File: config.mk
export PLATFORM = sky130hd
export DESIGN_NAME = falc_ctrl
export DESIGN_NICKNAME = d
export VERILOG_FILES = /design/src/design/falc_pkg.sv /design/src/design/falc_ctrl.sv
export SDC_FILE = /design/constraint.sdc
export NUM_CORES = 1
export LEC_CHECK = 0
export BUFFER_PORTS_ARGS = -buffer_cell sky130_fd_sc_hd__buf_2
export CORE_AREA = 2 2 39 41
export CTS_CLUSTER_DIAMETER = 200
export DETAILED_ROUTE_END_ITERATION = 8
export DIE_AREA = 0 0 41 43
export GPL_TIMING_DRIVEN = 0
export PLACE_DENSITY = 0.44
export SLEW_MARGIN = 20
export SYNTH_ARGS = -nofsm -noshare
export SYNTH_HDL_FRONTEND = slang
export SYNTH_SLANG_ARGS = --single-unit
File: constraint.sdc
create_clock -name clk -period 2.66 [get_ports clk]
set_input_delay 0.266 -clock clk [delete_from_list [all_inputs] [get_ports clk]]
set_output_delay 0.266 -clock clk [all_outputs]
set_load 0.005 [all_outputs]
File: src/design/falc_pkg.sv
// falc_pkg: shared types and constants of the fully associative lru cache
// no dependencies; compiled first

package falc_pkg;

  // word address width of the request channel
  localparam int ADDR_W = 12;

  // lru age counters
  localparam int AGE_W = 4;
  localparam logic [AGE_W-1:0] AGE_MAX = 4'd15;
  localparam logic [AGE_W-1:0] AGE_RESET = 4'd8;

  // request type codes
  localparam logic REQ_READ = 1'b0;
  localparam logic REQ_WRITE = 1'b1;

  // commands from the controller to the datapath
  typedef struct packed {
    logic clear;     // reset sweep of the backing memory
    logic load;      // capture an accepted request transaction
    logic lookup;    // tag compare, victim choice, age update
    logic fill_rd;   // read one line word from backing memory
    logic finish;    // write-through and result assembly
    logic out_load;  // load the result register
  } falc_cmd_t;

  // status from the datapath to the controller
  typedef struct packed {
    logic clear_last;  // last word of the reset sweep
    logic hit;         // tag matched a valid block
    logic fill_last;   // last line word being read
    logic out_free;    // result register can take a new result
  } falc_status_t;

endpackage

File: src/design/falc_ctrl.sv
// falc_ctrl: sequencer of the cache (reset sweep, lookup, line fill, finish)
// depends on falc_pkg for the command and status structs

module falc_ctrl (
  input  logic                  clk,
  input  logic                  rst,
  input  logic                  in_valid,
  output logic                  in_ready,
  input  falc_pkg::falc_status_t st,
  output falc_pkg::falc_cmd_t    cmd
);
  import falc_pkg::*;

  typedef enum logic [2:0] {
    S_CLEAR,
    S_IDLE,
    S_LOOKUP,
    S_FILL,
    S_FINISH
  } state_t;

  state_t state;
  state_t state_next;

  // command decode and next state
  always_comb begin
    cmd        = '0;
    in_ready   = 1'b0;
    state_next = state;
    unique case (state)
      S_CLEAR: begin
        cmd.clear = 1'b1;
        if (st.clear_last) state_next = S_IDLE;
      end
      S_IDLE: begin
        in_ready = 1'b1;
        if (in_valid) state_next = S_LOOKUP;
      end
      S_LOOKUP: begin
        cmd.lookup = 1'b1;
        state_next = st.hit ? S_FINISH : S_FILL;
      end
      S_FILL: begin
        cmd.fill_rd = 1'b1;
        if (st.fill_last) state_next = S_FINISH;
      end
      S_FINISH: begin
        cmd.finish = 1'b1;
        if (st.out_free) begin
          cmd.out_load = 1'b1;
          in_ready     = 1'b1;
          state_next   = in_valid ? S_LOOKUP : S_IDLE;
        end
      end
      default: begin
        state_next = S_CLEAR;
      end
    endcase
    cmd.load = in_ready & in_valid;
  end

  // state register
  always_ff @(posedge clk) begin
    if (rst) begin
      state <= S_CLEAR;
    end else begin
      state <= state_next;
    end
  end

endmodule

==> metrics.txt, run 1 <==
run status=completed; Pleak=0.000185 uW; unrepaired setup endpoints after global routing=false; Final setup viols=0; commonest non-fill, non-tap cell in the layout=buf_2; Clock Latency Late Sink=230 ps; CTS tree=done; hold path cells=2; Period minus WS final=1560 ps; CTS sink count=3; Hold-fix buffers, CTS=0; total core area=1380 um^2; I/O Pins=14; worst slew pin tran=172 ps; number of synthesized register bits=3; final worst path period share=58.6%; largest net degree at the start of global routing=11; antenna-violating nets left=0; CTS Buffer Depth=2; CTS buffer count=3; routability cong.=0.603; Initial DRT Pass Iterations=3; Detailed Place HPWL=533 um; P per Cell Area=537 nW/um^2; global-route wire length before repair=1.15 mm; Mapped Area=289 um^2; IO Port Bufs=13; Total Wirelength=681 um; row cnt=14; sequential fraction of the synthesis area=20.8%; most frequent cells in the layout=buf_2, nand2b_1, a21oi_1, clkbuf_4, dfxtp_1; die area=1760 um^2; Finished Core Util=28.9%; min-delay worst type=in -> reg; vias in the first global route=290; FF-to-FF path depth=4; vias per inst=4.38; Worst setup SP type=register; Final Total Pwr=215 uW; Yosys warnings=0; vias=298; Post-Syn Instances=35; effective utilization at floorplan=20.9%; Congestion Overflow GR=0; DR iter-0 viols=2; # H-tree levels=1; GRT Total Usage=9.72%; CP Max Fanout=10; setup_tns=0 ps; area grow syn2layout=38.5%; DR WL/cell=10.0 um; max reg flops=3; ANT cells=0; Top Registers=state: 3 flops; Die Span X=41 um; Hold Fails Final Rpt=0; PostCTS Resize Cnt=0; Critical Path AT=1290 ps; critical path type=reg -> out; endpoint kind of the worst setup timing path=output port; die height=43 um; Layout Nets=60; fmax=642 MHz; root buf cell=clkbuf_4; Max transition margin=88.2%; fraction of layout cells with a size suffix above 1=42.3%; Slew Viols, Final=0; max cap viols=0; Post-CTS Setup Inserts=0; Peak VDD IR=0.125 mV; Worst-path clk slew=40 ps; Biggest register=state; initial antenna violation count=0; syn avg cell area=8.26 um^2; Mapped Nets=42; worst-case clock skew=5.63 ps; Worst Path Required=2390 ps; Cell variety after synth=22; DRC=0
worst max-delay path, stage by stage (launching register included):
cell      delay (ps)
dfxtp_1          310
buf_2            180
nand3b_1         170
a21oi_1          170
and2_1           130
buf_2            100
report_power, final:
group          total, uW  leakage, uW  switching (uW)  internal, uW
logic               83.0     0.000145            42.5          40.6
clock network       78.6    0.0000150            22.5          56.1
registers           53.5    0.0000246            2.49          51.0
total                215     0.000185            67.4           148
metrics by stage:
step / hold WS, ps / cell area (um^2) / instances / setup WS, ps
finish: 252 / 400 / 68 / 1100
global route: 259 / 400 / 68 / 941
CTS: 250 / 400 / 68 / 1080
detailed placement: 498 / 374 / 64 / 1340
global placement: 508 / 374 / 64 / 1330
floorplan: 335 / 289 / 35 / 1440
path summary, 6_finish.rpt:
path | endpoint | slack [ps] | startpoint
worst max-delay path | cmd[4] | 1100 | state[0]
worst min-delay path | state[0] | 250 | rst
worst max register to register | state[1] | 1440 | state[2]
worst min register to register | state[0] | 680 | state[0]
cells by family after synthesis:
logic type / after synthesis / synth area share, %
AO/OA/AOI/OAI: 11 / 28.6
buffers and inverters: 5 / 9.96
flip-flops: 3 / 20.8
multiplexers: 2 / 8.66
AND/OR/NAND/NOR: 14 / 32.0
cells in the mapped netlist:
cell	instances	share of area, %
mux2i_1	1	3.5
a211o_1	1	3.0
nand2b_1	3	6.5
buf_2	2	3.5
nor3_1	1	1.7
nor2_1	2	2.6
o211ai_1	1	2.6
nor2b_1	2	4.3
a21oi_1	3	5.2
nand3b_1	2	5.2
inv_1	2	2.6
a211oi_2	1	4.3
o2bb2ai_1	1	3.0
dfxtp_1	3	21
mux2_4	1	5.2
or3b_1	1	3.0
buf_6	1	3.9
nor3b_2	1	4.3
o22a_1	2	6.1
a211oi_1	1	2.6
o21ai_0	1	1.7
and2_1	2	4.3
routing by layer:
| metal | vias up | GRT usage, % | share of wire, % |
|---|---|---|---|
| met5 | - | 0 | 0 |
| met4 | 0 | 8.00 | 0 |
| met3 | 0 | 1.57 | 4.6 |
| met2 | 7 | 12.5 | 48 |
| met1 | 131 | 13.4 | 47 |
| li1 | 160 | - | - |
area by class of cell:
cell class / count / area (um^2)
Clock buffer: 4 / 26.3
Multi-Input combinational cell: 27 / 200
Tap cell: 16 / 20.0
Buffer: 3 / 21.3
Sequential cell: 3 / 60.1
Fill cell: 148 / 983
Timing Repair Buffer: 13 / 65.1
Inverter: 2 / 7.51
Power figures use the tool's default switching activity.
==> inputs of run 2 (changes only) <==
==> constraint.sdc (replaced) <==
create_clock -name clk -period 1.6 [get_ports clk]
set_input_delay 0.16 -clock clk [delete_from_list [all_inputs] [get_ports clk]]
set_output_delay 0.16 -clock clk [all_outputs]
set_load 0.005 [all_outputs]
==> run 2 against run 1 <==
Compared with the run above: non-clock buffer count did not move; worst setup slack worse by 940 ps; die area is the same; largest cell class unchanged; sequential share of layout area down 0.14 points; final cell count unchanged; first-iteration DRC count up 100%; register-to-register slack worse by 1100 ps; count of clock-buffer cells in the layout stayed put; final area is 0.94% higher; global-route usage unchanged.
==> metrics.txt, run 2 (synthesis results as in run 1) <==
Total Wirelength=682 um; I/O Pins=14; GRT Total Usage=9.72%; endpoint kind of the worst setup timing path=output port; max reg flops=3; Die Span X=41 um; row cnt=14; Pleak=0.000185 uW; Worst Min Path Start=rst; setup_tns=0 ps; routability cong.=0.603; effective utilization at floorplan=20.9%; IO Port Bufs=13; FF-to-FF path depth=4; initial antenna violation count=0; ANT cells=0; fraction of layout cells with a size suffix above 1=44.2%; CTS tree=done; Period minus WS final=1430 ps; Congestion Overflow GR=0; critical path type=reg -> out; worst-case clock skew=5.27 ps; hold endpoint=state[0]; most frequent cells in the layout=buf_2, nand2b_1, clkbuf_4, dfxtp_1; DR WL/cell=10.0 um; Worst path max stage delay=310 ps; max cap viols=0; footprint of the multi-input gates=204 um^2; hold_ws=145 ps; run status=completed; global-route wire length before repair=1.15 mm; Slew Viols, Final=0; area grow syn2layout=39.8%; Worst Slack Setup Final=166 ps; vias in the first global route=290; die height=43 um; dpl ws=374 ps; Worst setup SP type=register; worst slew pin tran=169 ps; CP max stage cell=dfxtp_1; Cell Area, Placed=374 um^2; unrepaired setup endpoints after global routing=false; die area=1760 um^2; Final setup viols=0; CTS buffer count=3; largest net degree at the start of global routing=11; antenna-violating nets left=0; fmax=697 MHz; CP Max Fanout=10; root buf cell=clkbuf_4; cell mode on critical path=buf_2; Worst Path Required=1440 ps; P per Cell Area=893 nW/um^2; post-route cell area=404 um^2; worst r2r src=state[2]; Biggest register=state; Fill cells=149; Layout Cells excl Fill=68; Register Area=60.1 um^2; reg2reg setup slack=380 ps; DR iter-0 viols=4; Hold Fails Final Rpt=0; Hold-fix buffers, CTS=0; Top Registers=state: 3 flops; CP Cell Sequence=buf_2, nand3b_1, a21oi_2, and2_1, buf_2; Initial DRT Pass Iterations=4; CTS sink count=3; CTS Buffer Depth=2; reg2reg end=state[1]; min-delay worst type=in -> reg; vias=306; final worst path period share=89.6%; Detailed Place HPWL=533 um; Max transition margin=88.4%; hold path cells=2; Worst-path clk slew=40 ps; total core area=1380 um^2; Clock Latency Late Sink=230 ps; vias per inst=4.50; # H-tree levels=1; DP Cell Count=64; Critical Path AT=1270 ps; commonest non-fill, non-tap cell in the layout=buf_2; Layout Nets=60; Peak VDD IR=0.208 mV; DRC=0
==> run 2: repair_timing <==
| item | in CTS | in global routing |
|---|---|---|
| setup buffers | 0 | 0 |
| resized for setup | 0 | 1 |
| setup endpoints to repair | 0 | 1 |
==> run 2: worst max-delay path by stage <==
stage                   from  endpoint  slack, ps  cells after the start
global placement    state[2]  state[1]        370                      4
detailed placement  state[2]  state[1]        370                      4
CTS                 state[0]    cmd[4]        120                      5
floorplan           state[2]  state[1]        420                      4
finish              state[0]    cmd[4]        170                      5
global route        state[0]    cmd[4]         50                      5
==> run 2: layout make-up <==
cell class | instances | share of cell area [%]
Timing Repair Buffer | 13 | 16.1
Buffer | 3 | 5.26
Sequential cell | 3 | 14.9
Multi-Input combinational cell | 27 | 50.5
Clock buffer | 4 | 6.50
Inverter | 2 | 1.86
Tap cell | 16 | 4.95
==> run 2: power breakdown <==
group / internal (uW) / leakage [uW] / total [uW] / switching [uW]
logic: 68.6 / 0.000146 / 140 / 71.6
clock network: 93.4 / 0.0000150 / 132 / 38.3
registers: 84.9 / 0.0000246 / 89.0 / 4.14
==> run 2: critical path, delay by kind of cell (launching register included) <==
family	cells	cell delay, ps
DFF	1	310
and+or+nand+nor	2	310
buffers and inverters	2	280
AOI/OAI and AO/OA	1	140
==> run 2: stage by stage <==
step | utilization, % | total power, uW
3_3_place_gp | 27.0 | 232
4_1_cts | 28.9 | 367
6_report | 29.2 | 361
5_1_grt | 29.2 | 395
2_1_floorplan | - | 183
3_5_place_dp | 27.0 | 231
==> run 2: per-layer routing <==
layer	vias to the layer above	GRT usage, %	share of wire [%]
met5	-	0	0
met4	0	8.00	1.5
li1	159	-	-
met2	9	12.5	47
met1	136	13.4	47
met3	2	1.57	4.7
==> inputs of run 3 (changes only) <==
--- a/config.mk
+++ b/config.mk
@@ -11,7 +11,7 @@
 export DETAILED_ROUTE_END_ITERATION = 8
 export DIE_AREA = 0 0 41 43
 export GPL_TIMING_DRIVEN = 0
-export PLACE_DENSITY = 0.44
+export RECOVER_POWER = 100
 export SLEW_MARGIN = 20
 export SYNTH_ARGS = -nofsm -noshare
 export SYNTH_HDL_FRONTEND = slang
==> run 3 against run 2 <==
Compared with the run above: final cell count unchanged; clock skew down 4.0 ps; maximum frequency is 1.3% lower; power shrank 2.8%; critical path depth is 1 lower; die area did not move; critical endpoint is now cmd[0]; non-clock buffer count did not move; critical path type unchanged; register-to-register slack got worse by 70 ps; utilization shrank 0.99 points.
==> metrics.txt, run 3 (synthesis results as in run 1) <==
final worst path period share=90.9%; largest net degree at the start of global routing=11; commonest non-fill, non-tap cell in the layout=buf_2; row cnt=14; cell mode on critical path=buf_2; Hold Fails Final Rpt=0; Worst setup SP type=register; Total Wirelength=647 um; critical path type=reg -> out; hold_ws=158 ps; run status=completed; DR WL/cell=9.51 um; worst slew pin tran=320 ps; die area=1760 um^2; Crit path depth=4; CTS Buffer Depth=2; setup_tns=0 ps; PostCTS Resize Cnt=0; DRC=0; Power Internal=242 uW; Biggest register=state; endpoint kind of the worst setup timing path=output port; Worst path max stage delay=330 ps; Detailed Place HPWL=493 um; Die Span X=41 um; antenna-violating nets left=0; min-delay worst type=in -> reg; vias in the first global route=274; unrepaired setup endpoints after global routing=false; CTS sink count=3; DR iter-0 viols=3; Top Registers=state: 3 flops; Sw Ratio=31.1%; routability cong.=0.745; Congestion Overflow GR=0; Initial DRT Pass Iterations=3; Worst Path Required=1440 ps; reg2reg setup slack=310 ps; Setup crit end=cmd[0]; max cap viols=0; vias=293; Period minus WS final=1450 ps; ANT cells=0; die height=43 um; sequential power share=25.4%; max reg flops=3; Sw Pwr=109 uW; worst r2r src=state[2]; fraction of layout cells with a size suffix above 1=36.5%; Slew Viols, Final=0; effective utilization at floorplan=20.9%; area grow syn2layout=35.1%; Post-CTS Setup Inserts=0; global-route wire length before repair=1.10 mm; Pleak=0.000174 uW; Layout Nets=60; Max transition margin=78.6%; CTS tree=done; P per Cell Area=898 nW/um^2; Clock Latency Late Sink=230 ps; Worst Slack Setup Final=146 ps; Worst-path clk slew=40 ps; dpl ws=357 ps; FF-to-FF path depth=4; fmax=688 MHz; Clk network pwr share=37.1%; reg2reg end=state[1]; Critical path buffers and inverters=2; Final setup viols=0; most frequent cells in the layout=buf_2, nand2b_1, a21oi_1, clkbuf_4, dfxtp_1; # H-tree levels=1; Critical Path Start=state[1]; worst-case clock skew=1.26 ps; CP max stage cell=nor3b_1; Critical Path AT=1290 ps; GRT Total Usage=9.42%; CTS buffer count=3; CP Cell Sequence=buf_2, nor3b_1, and2_0, buf_2; CP top delay family=simple AND/OR/NAND/NOR gates; IO Port Bufs=13; Peak VDD IR=0.207 mV; CP Max Fanout=10; total core area=1380 um^2; combinational power share=37.5%; vias per inst=4.31; initial antenna violation count=0; root buf cell=clkbuf_4; Hold-fix buffers, CTS=0; I/O Pins=14
==> run 3: metal layers <==
| layer | GRT usage [%] | share of wire [%] | up-vias |
|---|---|---|---|
| met5 | 0 | 0 | - |
| li1 | - | - | 160 |
| met4 | 8.00 | 0 | 0 |
| met3 | 3.66 | 8.3 | 0 |
| met1 | 12.1 | 50 | 121 |
| met2 | 11.6 | 42 | 12 |
==> run 3: cell type report <==
type	instances	area, um^2
Sequential cell	3	60.1
Timing Repair Buffer	13	63.8
Tap cell	16	20.0
Buffer	3	21.3
Inverter	2	7.51
Multi-Input combinational cell	27	191
Clock buffer	4	26.3
Fill cell	152	993
==> run 3: worst min path at each step <==
stage | startpoint | endpoint | slack (ps) | cells after the start
floorplan | rst | state[0] | 230 | 1
global placement | rst | state[2] | 400 | 2
detailed placement | rst | state[0] | 390 | 2
CTS | rst | state[0] | 150 | 2
global route | rst | state[0] | 140 | 2
finish | rst | state[0] | 160 | 2
==> run 3: worst register-to-register path: cells and delay by family (launching register included) <==
| family | cells | cell delay, ps |
|---|---|---|
| AO/OA/AOI/OAI | 2 | 380 |
| buffers and inverters | 1 | 130 |
| flip-flops | 1 | 310 |
| multiplexers | 1 | 350 |
==> run 3: power groups by stage <==
stage,Combinational [uW],Clock (uW),Sequential (uW)
2_1_floorplan,93.8,0,89.3
3_3_place_gp,137,0,90.3
3_5_place_dp,138,0,90.2
4_1_cts,139,138,89.2
5_1_grt,148,149,90.2
6_report,131,130,89.2
==> run 3: metrics by stage <==
stage	utilization, %	total power [uW]	std cells	cell area, um^2
floorplan	-	183	35	289
global placement	27.0	227	64	374
detailed placement	27.0	228	64	374
CTS	28.9	366	68	400
global route	28.2	387	68	390
finish	28.2	351	68	390
